File: src/hw/rtl/dstp_pkg.sv
// Package for the dual stream timestamp pairer.
// Holds field widths, register and status codes, FSM states and the
// controller/datapath command and status structs. No dependencies.
package dstp_pkg;

    localparam int TIME_W = 48;
    localparam int SEQ_W = 32;
    localparam int WINDOW_W = 24;
    localparam int DROP_W = 4;
    localparam int STATUS_W = 3;
    localparam int CFG_IDX_W = 2;

    localparam int QUEUE_DEPTH_DEF = 8;
    localparam int TAG_BITS_DEF = 16;

    localparam logic [WINDOW_W-1:0] WINDOW_RESET = WINDOW_W'(10000);

    typedef enum logic [CFG_IDX_W-1:0] {
        CFG_WINDOW   = 2'd0,
        CFG_COLOR_EN = 2'd1,
        CFG_DEPTH_EN = 2'd2
    } t_cfg_idx;

    typedef enum logic [STATUS_W-1:0] {
        ST_QUEUED   = 3'd0,
        ST_PAIRED   = 3'd1,
        ST_STALE    = 3'd2,
        ST_BACKWARD = 3'd3,
        ST_DISABLED = 3'd4,
        ST_FULL     = 3'd5
    } t_status;

    typedef enum logic [2:0] {
        S_IDLE,
        S_CHECK,
        S_FETCH,
        S_DIFF,
        S_DECIDE,
        S_FINISH
    } t_state;

    // controller -> datapath
    typedef struct packed {
        logic    in_ready;
        logic    load_in;
        logic    set_last;
        logic    clear_last;
        logic    push_own;
        logic    clear_own;
        logic    pop_other;
        logic    drop_inc;
        logic    cap_cmp;
        logic    take_pair;
        logic    set_status;
        t_status status_code;
        logic    load_out;
    } t_dp_cmd;

    // datapath -> controller
    typedef struct packed {
        logic in_valid;
        logic enabled;
        logic seq_back;
        logic other_empty;
        logic own_full;
        logic front_ge;
        logic diff_lt_win;
        logic out_free;
    } t_dp_sts;

endpackage

File: src/hw/rtl/dstp_in_if.sv
// Frame event channel of the dual stream timestamp pairer.
// Depends on dstp_pkg for field widths.
interface dstp_in_if #(
    parameter int TAG_BITS = dstp_pkg::TAG_BITS_DEF
);
    import dstp_pkg::*;

    logic                valid;
    logic                ready;
    logic                mode;
    logic [SEQ_W-1:0]    seq_number;
    logic [TIME_W-1:0]   stamp_us;
    logic [TIME_W-1:0]   arrival_us;
    logic [TAG_BITS-1:0] frame_tag;

    modport source (
        output valid, mode, seq_number, stamp_us, arrival_us, frame_tag,
        input  ready
    );
    modport sink (
        input  valid, mode, seq_number, stamp_us, arrival_us, frame_tag,
        output ready
    );
endinterface

File: src/hw/rtl/dstp_out_if.sv
// Result channel of the dual stream timestamp pairer.
// Depends on dstp_pkg for field widths.
interface dstp_out_if #(
    parameter int TAG_BITS = dstp_pkg::TAG_BITS_DEF
);
    import dstp_pkg::*;

    logic                valid;
    logic                ready;
    logic [STATUS_W-1:0] status;
    logic [TIME_W-1:0]   pair_time_us;
    logic [TAG_BITS-1:0] color_tag;
    logic [TAG_BITS-1:0] depth_tag;
    logic [DROP_W-1:0]   dropped_count;

    modport source (
        output valid, status, pair_time_us, color_tag, depth_tag, dropped_count,
        input  ready
    );
    modport sink (
        input  valid, status, pair_time_us, color_tag, depth_tag, dropped_count,
        output ready
    );
endinterface

File: src/hw/rtl/dstp_cfg_if.sv
// Configuration write channel of the dual stream timestamp pairer.
// Depends on dstp_pkg for index and data widths.
interface dstp_cfg_if;
    import dstp_pkg::*;

    logic                 valid;
    logic                 ready;
    logic [CFG_IDX_W-1:0] index;
    logic [WINDOW_W-1:0]  data;

    modport source (output valid, index, data, input ready);
    modport sink (input valid, index, data, output ready);
endinterface

File: src/hw/rtl/dstp_ram.sv
// Generic single write port RAM with registered read.
// No dependencies.
module dstp_ram #(
    parameter int WIDTH = 64,
    parameter int DEPTH = 8
) (
    input  logic                     i_clk,
    input  logic                     i_we,
    input  logic [$clog2(DEPTH)-1:0] i_waddr,
    input  logic [WIDTH-1:0]         i_wdata,
    input  logic [$clog2(DEPTH)-1:0] i_raddr,
    output logic [WIDTH-1:0]         o_rdata
);
    logic [WIDTH-1:0] r_mem [DEPTH];
    logic [WIDTH-1:0] r_rdata;

    always_ff @(posedge i_clk) begin
        if (i_we) begin
            r_mem[i_waddr] <= i_wdata;
        end
        r_rdata <= r_mem[i_raddr];
    end

    assign o_rdata = r_rdata;
endmodule

File: src/hw/rtl/dstp_ctrl.sv
// Sequencing FSM of the dual stream timestamp pairer.
// Depends on dstp_pkg (states, status codes, command/status structs).
module dstp_ctrl (
    input  logic              i_clk,
    input  logic              i_rst_n,
    input  dstp_pkg::t_dp_sts i_sts,
    output dstp_pkg::t_dp_cmd o_cmd
);
    import dstp_pkg::*;

    t_state  r_state;
    t_state  n_state;
    t_dp_cmd w_cmd;

    always_ff @(posedge i_clk) begin
        if (!i_rst_n) begin
            r_state <= S_IDLE;
        end else begin
            r_state <= n_state;
        end
    end

    always_comb begin
        n_state = r_state;
        w_cmd = '0;
        w_cmd.status_code = ST_QUEUED;
        unique case (r_state)
            S_IDLE: begin
                w_cmd.in_ready = 1'b1;
                if (i_sts.in_valid) begin
                    w_cmd.load_in = 1'b1;
                    n_state = S_CHECK;
                end
            end
            S_CHECK: begin
                if (!i_sts.enabled) begin
                    w_cmd.set_status = 1'b1;
                    w_cmd.status_code = ST_DISABLED;
                    n_state = S_FINISH;
                end else if (i_sts.seq_back) begin
                    w_cmd.clear_last = 1'b1;
                    w_cmd.set_status = 1'b1;
                    w_cmd.status_code = ST_BACKWARD;
                    n_state = S_FINISH;
                end else begin
                    w_cmd.set_last = 1'b1;
                    n_state = S_FETCH;
                end
            end
            S_FETCH: begin
                // RAM reads the other queue's head this cycle
                if (i_sts.other_empty) begin
                    w_cmd.set_status = 1'b1;
                    if (i_sts.own_full) begin
                        w_cmd.status_code = ST_FULL;
                    end else begin
                        w_cmd.push_own = 1'b1;
                        w_cmd.status_code = ST_QUEUED;
                    end
                    n_state = S_FINISH;
                end else begin
                    n_state = S_DIFF;
                end
            end
            S_DIFF: begin
                w_cmd.cap_cmp = 1'b1;
                n_state = S_DECIDE;
            end
            S_DECIDE: begin
                if (i_sts.diff_lt_win) begin
                    w_cmd.take_pair = 1'b1;
                    w_cmd.pop_other = 1'b1;
                    w_cmd.clear_own = 1'b1;
                    w_cmd.set_status = 1'b1;
                    w_cmd.status_code = ST_PAIRED;
                    n_state = S_FINISH;
                end else if (i_sts.front_ge) begin
                    // other entry too far ahead: this frame is stale
                    w_cmd.clear_own = 1'b1;
                    w_cmd.set_status = 1'b1;
                    w_cmd.status_code = ST_STALE;
                    n_state = S_FINISH;
                end else begin
                    w_cmd.pop_other = 1'b1;
                    w_cmd.drop_inc = 1'b1;
                    n_state = S_FETCH;
                end
            end
            S_FINISH: begin
                if (i_sts.out_free) begin
                    w_cmd.load_out = 1'b1;
                    n_state = S_IDLE;
                end
            end
            default: begin
                n_state = S_IDLE;
            end
        endcase
    end

    assign o_cmd = w_cmd;
endmodule

File: src/hw/rtl/dstp_dp.sv
// Datapath of the dual stream timestamp pairer: config registers, frame
// registers, queue pointers, queue RAMs and the result register.
// Depends on dstp_pkg, dstp_in_if, dstp_out_if, dstp_cfg_if and dstp_ram.
module dstp_dp #(
    parameter int QUEUE_DEPTH = dstp_pkg::QUEUE_DEPTH_DEF,
    parameter int TAG_BITS = dstp_pkg::TAG_BITS_DEF
) (
    input  logic              i_clk,
    input  logic              i_rst_n,
    dstp_in_if.sink           i_frame,
    dstp_out_if.source        o_result,
    dstp_cfg_if.sink          i_cfg,
    input  dstp_pkg::t_dp_cmd i_cmd,
    output dstp_pkg::t_dp_sts o_sts
);
    import dstp_pkg::*;

    localparam int AW = $clog2(QUEUE_DEPTH);
    localparam int CW = $clog2(QUEUE_DEPTH + 1);
    localparam int EW = TIME_W + TAG_BITS;

    // configuration
    logic [WINDOW_W-1:0] r_window;
    logic                r_en [2];

    // current frame
    logic                r_mode;
    logic [SEQ_W-1:0]    r_seq;
    logic [TIME_W-1:0]   r_now;
    logic [TAG_BITS-1:0] r_tag;

    // per stream state, index 0 color, 1 depth
    logic [SEQ_W-1:0]    r_last  [2];
    logic [AW-1:0]       r_head  [2];
    logic [CW-1:0]       r_count [2];
    logic [EW-1:0]       w_rdata [2];

    // compare stage
    logic                r_ge;
    logic [TIME_W-1:0]   r_diff;
    logic [TIME_W-1:0]   r_front_time;
    logic [TAG_BITS-1:0] r_front_tag;

    // working result
    t_status             r_status;
    logic [TIME_W-1:0]   r_pair_time;
    logic [TAG_BITS-1:0] r_ctag;
    logic [TAG_BITS-1:0] r_dtag;
    logic [DROP_W-1:0]   r_dropped;

    // result register
    logic                r_out_valid;
    t_status             r_out_status;
    logic [TIME_W-1:0]   r_out_time;
    logic [TAG_BITS-1:0] r_out_ctag;
    logic [TAG_BITS-1:0] r_out_dtag;
    logic [DROP_W-1:0]   r_out_dropped;

    logic                w_own;
    logic                w_oth;
    logic [EW-1:0]       w_front;
    logic [TIME_W-1:0]   w_front_time;
    logic [AW:0]         w_sum;
    logic [AW-1:0]       w_slot;
    logic [AW-1:0]       w_oth_head_nxt;
    logic                w_out_take;
    logic                w_in_take;

    assign w_own = r_mode;
    assign w_oth = ~r_mode;
    assign w_front = w_rdata[w_oth];
    assign w_front_time = w_front[TIME_W-1:0];
    assign w_in_take = i_frame.valid && i_cmd.in_ready;
    assign w_out_take = r_out_valid && o_result.ready;

    // slot after the own queue's tail; head + count stays below twice the depth
    assign w_sum = {1'b0, r_head[w_own]} + (AW+1)'(r_count[w_own]);
    assign w_slot = (w_sum >= (AW+1)'(QUEUE_DEPTH))
        ? AW'(w_sum - (AW+1)'(QUEUE_DEPTH)) : w_sum[AW-1:0];
    assign w_oth_head_nxt = (r_head[w_oth] == AW'(QUEUE_DEPTH - 1))
        ? '0 : r_head[w_oth] + AW'(1);

    // configuration writes
    assign i_cfg.ready = 1'b1;
    always_ff @(posedge i_clk) begin
        if (!i_rst_n) begin
            r_window <= WINDOW_RESET;
            r_en[0] <= 1'b0;
            r_en[1] <= 1'b0;
        end else if (i_cfg.valid) begin
            unique case (i_cfg.index)
                CFG_WINDOW:   r_window <= i_cfg.data;
                CFG_COLOR_EN: r_en[0] <= i_cfg.data[0];
                CFG_DEPTH_EN: r_en[1] <= i_cfg.data[0];
                default: ;
            endcase
        end
    end

    // frame capture and compare stage
    always_ff @(posedge i_clk) begin
        if (w_in_take) begin
            r_mode <= i_frame.mode;
            r_seq <= i_frame.seq_number;
            r_now <= (i_frame.stamp_us != '0) ? i_frame.stamp_us : i_frame.arrival_us;
            r_tag <= i_frame.frame_tag;
        end
        if (i_cmd.cap_cmp) begin
            r_ge <= w_front_time >= r_now;
            r_diff <= (w_front_time >= r_now) ? w_front_time - r_now
                                              : r_now - w_front_time;
            r_front_time <= w_front_time;
            r_front_tag <= w_front[EW-1:TIME_W];
        end
    end

    // sequence tracking and queue pointers
    always_ff @(posedge i_clk) begin
        if (!i_rst_n) begin
            for (int s = 0; s < 2; s++) begin
                r_last[s] <= '0;
                r_head[s] <= '0;
                r_count[s] <= '0;
            end
        end else begin
            if (i_cmd.set_last) begin
                r_last[w_own] <= r_seq;
            end
            if (i_cmd.clear_last) begin
                r_last[w_own] <= '0;
            end
            if (i_cmd.pop_other) begin
                r_head[w_oth] <= w_oth_head_nxt;
                r_count[w_oth] <= r_count[w_oth] - CW'(1);
            end
            if (i_cmd.clear_own) begin
                r_head[w_own] <= '0;
                r_count[w_own] <= '0;
            end
            if (i_cmd.push_own) begin
                r_count[w_own] <= r_count[w_own] + CW'(1);
            end
        end
    end

    dstp_ram #(
        .WIDTH (EW),
        .DEPTH (QUEUE_DEPTH)
    ) u_ram_color (
        .i_clk   (i_clk),
        .i_we    (i_cmd.push_own && !r_mode),
        .i_waddr (w_slot),
        .i_wdata ({r_tag, r_now}),
        .i_raddr (r_head[0]),
        .o_rdata (w_rdata[0])
    );

    dstp_ram #(
        .WIDTH (EW),
        .DEPTH (QUEUE_DEPTH)
    ) u_ram_depth (
        .i_clk   (i_clk),
        .i_we    (i_cmd.push_own && r_mode),
        .i_waddr (w_slot),
        .i_wdata ({r_tag, r_now}),
        .i_raddr (r_head[1]),
        .o_rdata (w_rdata[1])
    );

    // working result
    always_ff @(posedge i_clk) begin
        if (i_cmd.load_in) begin
            r_status <= ST_QUEUED;
            r_pair_time <= '0;
            r_ctag <= '0;
            r_dtag <= '0;
            r_dropped <= '0;
        end else begin
            if (i_cmd.set_status) begin
                r_status <= i_cmd.status_code;
            end
            if (i_cmd.take_pair) begin
                r_pair_time <= r_ge ? r_front_time : r_now;
                r_ctag <= r_mode ? r_front_tag : r_tag;
                r_dtag <= r_mode ? r_tag : r_front_tag;
            end
            if (i_cmd.drop_inc && r_dropped != '1) begin
                r_dropped <= r_dropped + DROP_W'(1);
            end
        end
    end

    // result register, parts the work from a stalled receiver
    always_ff @(posedge i_clk) begin
        if (!i_rst_n) begin
            r_out_valid <= 1'b0;
        end else if (i_cmd.load_out) begin
            r_out_valid <= 1'b1;
        end else if (w_out_take) begin
            r_out_valid <= 1'b0;
        end
    end

    always_ff @(posedge i_clk) begin
        if (i_cmd.load_out) begin
            r_out_status <= r_status;
            r_out_time <= r_pair_time;
            r_out_ctag <= r_ctag;
            r_out_dtag <= r_dtag;
            r_out_dropped <= r_dropped;
        end
    end

    assign i_frame.ready = i_cmd.in_ready;
    assign o_result.valid = r_out_valid;
    assign o_result.status = r_out_status;
    assign o_result.pair_time_us = r_out_time;
    assign o_result.color_tag = r_out_ctag;
    assign o_result.depth_tag = r_out_dtag;
    assign o_result.dropped_count = r_out_dropped;

    always_comb begin
        o_sts.in_valid = i_frame.valid;
        o_sts.enabled = r_en[w_own];
        o_sts.seq_back = r_seq < r_last[w_own];
        o_sts.other_empty = r_count[w_oth] == '0;
        o_sts.own_full = r_count[w_own] == CW'(QUEUE_DEPTH);
        o_sts.front_ge = r_ge;
        o_sts.diff_lt_win = r_diff < TIME_W'(r_window);
        o_sts.out_free = !r_out_valid || o_result.ready;
    end
endmodule

File: src/hw/rtl/dual_stream_timestamp_pairer.sv
// Dual stream timestamp pairer, top level.
// Depends on dstp_pkg, the dstp_*_if interfaces, dstp_ctrl and dstp_dp.
//
// Usage: i_frame carries one frame event (color or depth) per beat. Each
// beat gives exactly one beat on o_result: queued, paired (with the later
// timestamp and both tags), stale, backward sequence, disabled or queue
// full, plus the count of stale entries dropped from the other queue.
// i_cfg writes the match window and the two stream enables; it is always
// ready. The user must write it only while no frame is in flight; the
// block itself does not enforce this.
// Timing: a frame is handled one at a time by a state machine that walks
// the other stream's queue one entry at a time (RAM read, compare,
// decide). A disabled or backward frame goes from the check straight to
// the result. i_frame.ready returns the cycle after the result is loaded.
// Reset clears pointers, counts, last sequences and the config registers
// (window 10000 us, both streams disabled); queue contents are not cleared.
// A stalled receiver holds the result register; the next frame is still
// taken and worked on, and only its result waits for the register.
module dual_stream_timestamp_pairer #(
    parameter int QUEUE_DEPTH = dstp_pkg::QUEUE_DEPTH_DEF,
    parameter int TAG_BITS = dstp_pkg::TAG_BITS_DEF
) (
    input  logic       i_clk,
    input  logic       i_rst_n,
    dstp_in_if.sink    i_frame,
    dstp_out_if.source o_result,
    dstp_cfg_if.sink   i_cfg
);
    import dstp_pkg::*;

    t_dp_cmd w_cmd;
    t_dp_sts w_sts;

    dstp_ctrl u_ctrl (
        .i_clk   (i_clk),
        .i_rst_n (i_rst_n),
        .i_sts   (w_sts),
        .o_cmd   (w_cmd)
    );

    dstp_dp #(
        .QUEUE_DEPTH (QUEUE_DEPTH),
        .TAG_BITS    (TAG_BITS)
    ) u_dp (
        .i_clk    (i_clk),
        .i_rst_n  (i_rst_n),
        .i_frame  (i_frame),
        .o_result (o_result),
        .i_cfg    (i_cfg),
        .i_cmd    (w_cmd),
        .o_sts    (w_sts)
    );

    // result register never overwritten while a beat is still pending
    a_load_free: assert property (@(posedge i_clk) disable iff (!i_rst_n)
        w_cmd.load_out |-> w_sts.out_free)
        else $error("result loaded while output stalled");

    // one frame at a time
    a_one_frame: assert property (@(posedge i_clk) disable iff (!i_rst_n)
        (i_frame.valid && i_frame.ready) |=> !i_frame.ready)
        else $error("frame accepted while another is in flight");

    a_push_ok: assert property (@(posedge i_clk) disable iff (!i_rst_n)
        w_cmd.push_own |-> (!w_sts.own_full && w_sts.other_empty))
        else $error("push into full queue or with other queue pending");

    a_pop_ok: assert property (@(posedge i_clk) disable iff (!i_rst_n)
        w_cmd.pop_other |-> !w_sts.other_empty)
        else $error("pop from empty queue");
endmodule
File: src/flat_wrapper.sv
// flat-port wrapper written by rule: the top's interface ports become plain ports
module dual_stream_timestamp_pairer_flat import dstp_pkg::*;
#(
    parameter int QUEUE_DEPTH = dstp_pkg::QUEUE_DEPTH_DEF,
    parameter int TAG_BITS = dstp_pkg::TAG_BITS_DEF
)
  (i_clk, i_rst_n, i_frame_valid, i_frame_mode, i_frame_seq_number, i_frame_stamp_us, i_frame_arrival_us, i_frame_frame_tag, i_frame_ready, o_result_valid, o_result_status, o_result_pair_time_us, o_result_color_tag, o_result_depth_tag, o_result_dropped_count, o_result_ready, i_cfg_valid, i_cfg_index, i_cfg_data, i_cfg_ready);
  dstp_in_if #(.TAG_BITS(TAG_BITS)) i_frame_i ();
  dstp_out_if #(.TAG_BITS(TAG_BITS)) o_result_i ();
  dstp_cfg_if i_cfg_i ();
  input  logic i_clk;
  input  logic i_rst_n;
  input wire logic [$bits(i_frame_i.valid)-1:0] i_frame_valid;
  input wire logic [$bits(i_frame_i.mode)-1:0] i_frame_mode;
  input wire logic [$bits(i_frame_i.seq_number)-1:0] i_frame_seq_number;
  input wire logic [$bits(i_frame_i.stamp_us)-1:0] i_frame_stamp_us;
  input wire logic [$bits(i_frame_i.arrival_us)-1:0] i_frame_arrival_us;
  input wire logic [$bits(i_frame_i.frame_tag)-1:0] i_frame_frame_tag;
  output wire logic [$bits(i_frame_i.ready)-1:0] i_frame_ready;
  output wire logic [$bits(o_result_i.valid)-1:0] o_result_valid;
  output wire logic [$bits(o_result_i.status)-1:0] o_result_status;
  output wire logic [$bits(o_result_i.pair_time_us)-1:0] o_result_pair_time_us;
  output wire logic [$bits(o_result_i.color_tag)-1:0] o_result_color_tag;
  output wire logic [$bits(o_result_i.depth_tag)-1:0] o_result_depth_tag;
  output wire logic [$bits(o_result_i.dropped_count)-1:0] o_result_dropped_count;
  input wire logic [$bits(o_result_i.ready)-1:0] o_result_ready;
  input wire logic [$bits(i_cfg_i.valid)-1:0] i_cfg_valid;
  input wire logic [$bits(i_cfg_i.index)-1:0] i_cfg_index;
  input wire logic [$bits(i_cfg_i.data)-1:0] i_cfg_data;
  output wire logic [$bits(i_cfg_i.ready)-1:0] i_cfg_ready;
  assign i_frame_i.valid = i_frame_valid;
  assign i_frame_i.mode = i_frame_mode;
  assign i_frame_i.seq_number = i_frame_seq_number;
  assign i_frame_i.stamp_us = i_frame_stamp_us;
  assign i_frame_i.arrival_us = i_frame_arrival_us;
  assign i_frame_i.frame_tag = i_frame_frame_tag;
  assign i_frame_ready = i_frame_i.ready;
  assign o_result_valid = o_result_i.valid;
  assign o_result_status = o_result_i.status;
  assign o_result_pair_time_us = o_result_i.pair_time_us;
  assign o_result_color_tag = o_result_i.color_tag;
  assign o_result_depth_tag = o_result_i.depth_tag;
  assign o_result_dropped_count = o_result_i.dropped_count;
  assign o_result_i.ready = o_result_ready;
  assign i_cfg_i.valid = i_cfg_valid;
  assign i_cfg_i.index = i_cfg_index;
  assign i_cfg_i.data = i_cfg_data;
  assign i_cfg_ready = i_cfg_i.ready;
  dual_stream_timestamp_pairer #(.QUEUE_DEPTH(QUEUE_DEPTH), .TAG_BITS(TAG_BITS)) u_core (.i_clk(i_clk), .i_rst_n(i_rst_n), .i_frame(i_frame_i), .o_result(o_result_i), .i_cfg(i_cfg_i));
endmodule
File: config.mk
export PLATFORM = sky130hd
export DESIGN_NAME = dual_stream_timestamp_pairer_flat
export DESIGN_NICKNAME = d
export VERILOG_FILES = /design/src/hw/rtl/dstp_pkg.sv /design/src/hw/rtl/dstp_in_if.sv /design/src/hw/rtl/dstp_out_if.sv /design/src/hw/rtl/dstp_cfg_if.sv /design/src/hw/rtl/dstp_ram.sv /design/src/hw/rtl/dstp_ctrl.sv /design/src/hw/rtl/dstp_dp.sv /design/src/hw/rtl/dual_stream_timestamp_pairer.sv /design/src/flat_wrapper.sv
export SDC_FILE = /design/constraint.sdc
export NUM_CORES = 2
export LEC_CHECK = 0
export BUFFER_PORTS_ARGS = -buffer_cell sky130_fd_sc_hd__buf_2
export CORE_UTILIZATION = 50
export CTS_BUF_LIST = sky130_fd_sc_hd__clkbuf_16
export CTS_CLUSTER_DIAMETER = 40
export CTS_CLUSTER_SIZE = 40
export DETAILED_ROUTE_END_ITERATION = 6
export PLACE_DENSITY = 0.69
export SYNTH_ARGS = -nofsm -noshare
export SYNTH_HDL_FRONTEND = slang
export SYNTH_SLANG_ARGS = --single-unit
export TNS_END_PERCENT = 20
File: constraint.sdc
create_clock -name i_clk -period 6.6 [get_ports i_clk]
set_clock_uncertainty 0.1 [all_clocks]
set_input_delay 0 -clock i_clk [delete_from_list [all_inputs] [get_ports i_clk]]
set_output_delay 0 -clock i_clk [all_outputs]
set_load 0.05 [all_outputs]
==> run_results.csv <==
group,metric,value,unit
clocking,cts_buffer_depth,3,
final_layout,instances_no_fill,6632,
worst_setup_path,reg2reg_depth,14,
synth,ys_warn_count,0,
worst_setup_path,arrival,5.78,ns
global_route,grtUsageTotal,0.246,
synth,syn-num-nets,4263,
worst_setup_path,critPathRequiredTime,7.06,ns
timing,period_share,0.806,
global_route,antenna_found_initial,8,
min_path,worstHoldStart,"i_frame_stamp_us[23]",
floorplan,start_util,0.505,
placed_design,dp_hpwl,97.2,mm
timing,fin_crit,5.32,ns
min_path,whs_endpoint,"u_core.u_dp.r_now[23]$_DFFE_PP_",
timing,tns,0,ns
final_layout,filler_cell_count,9274,
routing,drtPass1Iterations,6,
clocking,cts.htree.levels,4,
worst_setup_path,cp-start-kind,"flip-flop",
synth,ys_async_sr_fraction,0,
global_route,grt_pass1_wl,247,mm
worst_setup_path,crit_start,"u_core.u_dp.r_mode$_DFFE_PP_",
synth,avgSynthCellArea,17.0,um^2
timing,hold_viol,0,
worst_setup_path,rr_endpoint,"u_core.u_dp.r_diff[44]$_DFFE_PN_",
routing,drtIter0Drc,3961,
timing,worst_pin_slew,1.09,ns
global_route,grt_max_degree,89,
final_layout,fin_util,0.618,
final_layout,drive_gt1_frac,0.241,
job,drv_cap,0,
worst_setup_path,worst_path_max_delay_cell,"o21ai_4",
synth,synth_enable_flop_cells,1395,
timing,rsz0062_at_grt,"false",
final_layout,multiInputGateArea,0.0185,mm^2
clocking,cts_resized,0,
floorplan,dieArea,0.135,mm^2
placed_design,portBuffers,264,
synth,yosysMostFrequentCell,"edfxtp_1",
clocking,cts_root_buffer,"clkbuf_16",
synth,yosys.cell_types.count,75,
routing,vias_per_cell,5.79,
worst_setup_path,r2r_start,"u_core.u_dp.r_mode$_DFFE_PP_",
clocking,clock_sinks,1645,
global_route,grt_overflow_total,0,
worst_setup_path,cp_cell_sequence,"buf_12 > mux2i_1 > inv_1 > ha_1 > nand4_1 > or3_1 > or4_1 > a31oi_1 > a211oi_1 > o21ai_4 > mux2_2 > o311ai_1 > a21boi_0 > xnor2_1",
synth,synth_top_area_share,0.629,
clocking,numCtsBuffers,196,
pwr,peakVddDrop,288,uV
pwr,leakage,28.9,nW
final_layout,ff_latch_area,0.0469,mm^2
floorplan,coreArea,0.132,mm^2
clocking,cts_tree,"yes",
worst_setup_path,crit_fanout,34,
placed_design,gp_congestion,0.919,
clocking,clk_latency,0.83,ns
worst_setup_path,critPathCaptureType,"flip-flop",
floorplan,rows,133,
pwr,powerDensity,350,mW/mm^2
timing,fmax,188,MHz
routing,drcViolationCount,0,
synth,synth_seq_cells,1645,
worst_setup_path,path_class,"flip-flop to flip-flop",
floorplan,die_w,367,um
timing,whs,0.0830,ns
timing,slew_viol_final,0,
worst_setup_path,rrSetupSlack,1.28,ns
synth,synthTopCellsByArea,"edfxtp_1, mux4_2, dfxtp_1",
routing,ant_nets,0,
floorplan,die_y,367,um
synth,synthFlopType,"edfxtp_1",
placed_design,dp.cells,5856,
clocking,clk_pin_slew,0.06,ns
floorplan,io_pins,266,
run_status,status,"finished, final reports clean",
timing,setup_viol,0,
routing,num_vias,38387,
timing,slew_headroom,0.268,
min_path,hp-class,"input port to flip-flop",
routing,wl,166,mm
min_path,holdPathStages,3,
synth,synth_top_cell_by_area,"edfxtp_1",
routing,wl_per_cell,25.0,um
synth,synth_common_cells,"edfxtp_1, mux4_2, dfxtp_1",
final_layout,area_growth_syn_to_layout,22.4,%
worst_setup_path,slowest_delay,0.70,ns
synth,syn_inst,3929,
global_route,grt_pass1_vias,38967,
final_layout,final_nets,5033,
synth,netlist_area,0.0666,mm^2
synth,seq_area_frac_synth,0.704,
## cell families (layout without fill, tap and decap cells)
logic type	Yosys count	after routing	synth area share
multiplexers	593	593	0.140
AND/OR/NAND/NOR	532	532	0.0380
other	1	5	0.0000563
adder cells (fa/ha/maj)	158	158	0.0300
AO/OA/AOI/OAI	594	594	0.0595
buffers and inverters	346	1290	0.0204
XOR/XNOR	60	60	0.00789
flip-flops	1645	1645	0.704
## final cells by class
class,instances,area share
sequential,1645,0.576
multi-input combinational,1938,0.228
timing repair buffer,769,0.0772
clock buffer,197,0.0605
tap,1755,0.0269
clock inverter,175,0.0252
inverter,149,0.00695
antenna,4,0.000123
## power breakdown
part	internal, W	total (W)	leakage (nW)	switching, W
combinational	0.00173	0.00459	10.7	0.00287
clock	0.00642	0.0112	3.42	0.00479
sequential	0.0122	0.0127	14.8	0.000511
## timing repair
item	4_1_cts	5_1_grt
buffers inserted	0	0
endpoints found under the setup margin	0	0
hold endpoints to repair	209	0
hold buffers	400	0
## per-stage QoR
step                      setup slack, ns  area, um^2  total power, W
final                                1.28       81500          0.0285
after global routing                 1.05       81500          0.0295
after CTS                            1.32       81500          0.0286
after detailed placement             1.35       70500          0.0172
after global placement               1.41       70500          0.0172
after floorplan                    -0.735       66600          0.0158
## cell usage in the layout (no fill, tap or decap), drive strengths merged, types with 74 or more instances in the layout
master / instances
o21ai: 85
buf: 369
ha: 155
mux2: 157
nand2: 142
a211oi: 89
nor2: 164
dfxtp: 250
mux4: 256
edfxtp: 1395
mux2i: 180
a21oi: 158
clkbuf: 197
inv: 216
and2: 74
clkinv: 76
a21o: 118
dlygate4sd3: 400
## worst max-delay path, delay by kind of cell (launching register included)
family	cells	cell delay (ns)
mux	2	0.72
compound gates	5	1.58
buf+inv	2	0.38
simple gates	3	1.12
xor+xnor	1	0.15
fa+ha+maj	1	0.55
flops	1	0.40
## layer usage
metal | vias to the layer above | wire (um) | track usage
li1 | 16967 | - | -
met1 | 19690 | 70900 | 0.346
met2 | 1464 | 79000 | 0.392
met3 | 266 | 11200 | 0.0422
met4 | 0 | 4330 | 0.0752
met5 | - | 0 | 0
## flip-flops by register name, indices dropped and copies added (netlist names), 4 cells and up, named ones only
register / flops
u_core.u_dp.o_result.color_tag: 16
u_core.u_dp.o_result.depth_tag: 16
u_core.u_dp.o_result.dropped_count: 4
u_core.u_dp.o_result.pair_time_us: 48
u_core.u_dp.r_count: 8
u_core.u_dp.r_ctag: 16
u_core.u_dp.r_diff: 48
u_core.u_dp.r_dropped: 4
u_core.u_dp.r_dtag: 16
u_core.u_dp.r_front_tag: 16
u_core.u_dp.r_front_time: 48
u_core.u_dp.r_head: 6
u_core.u_dp.r_last: 64
u_core.u_dp.r_now: 48
u_core.u_dp.r_pair_time: 48
u_core.u_dp.r_seq: 32
u_core.u_dp.r_tag: 16
u_core.u_dp.r_window: 24
u_core.u_dp.u_ram_color.o_rdata: 64
u_core.u_dp.u_ram_color.r_mem: 512
u_core.u_dp.u_ram_depth.o_rdata: 64
u_core.u_dp.u_ram_depth.r_mem: 512
## how the worst max path moves through the flow
stage	to	cells past startpoint
6_report	u_core.u_dp.r_diff[44]$_DFFE_PN_	14
5_1_grt	u_core.u_dp.r_diff[44]$_DFFE_PN_	14
4_1_cts	u_core.u_dp.r_diff[44]$_DFFE_PN_	14
3_5_place_dp	u_core.u_dp.r_diff[44]$_DFFE_PN_	14
3_3_place_gp	u_core.u_dp.r_diff[44]$_DFFE_PN_	14
2_1_floorplan	u_core.u_dp.u_ram_depth.r_mem[0][0]$_DFFE_PP_	8
No activity file was read; power rests on OpenSTA's default activity.
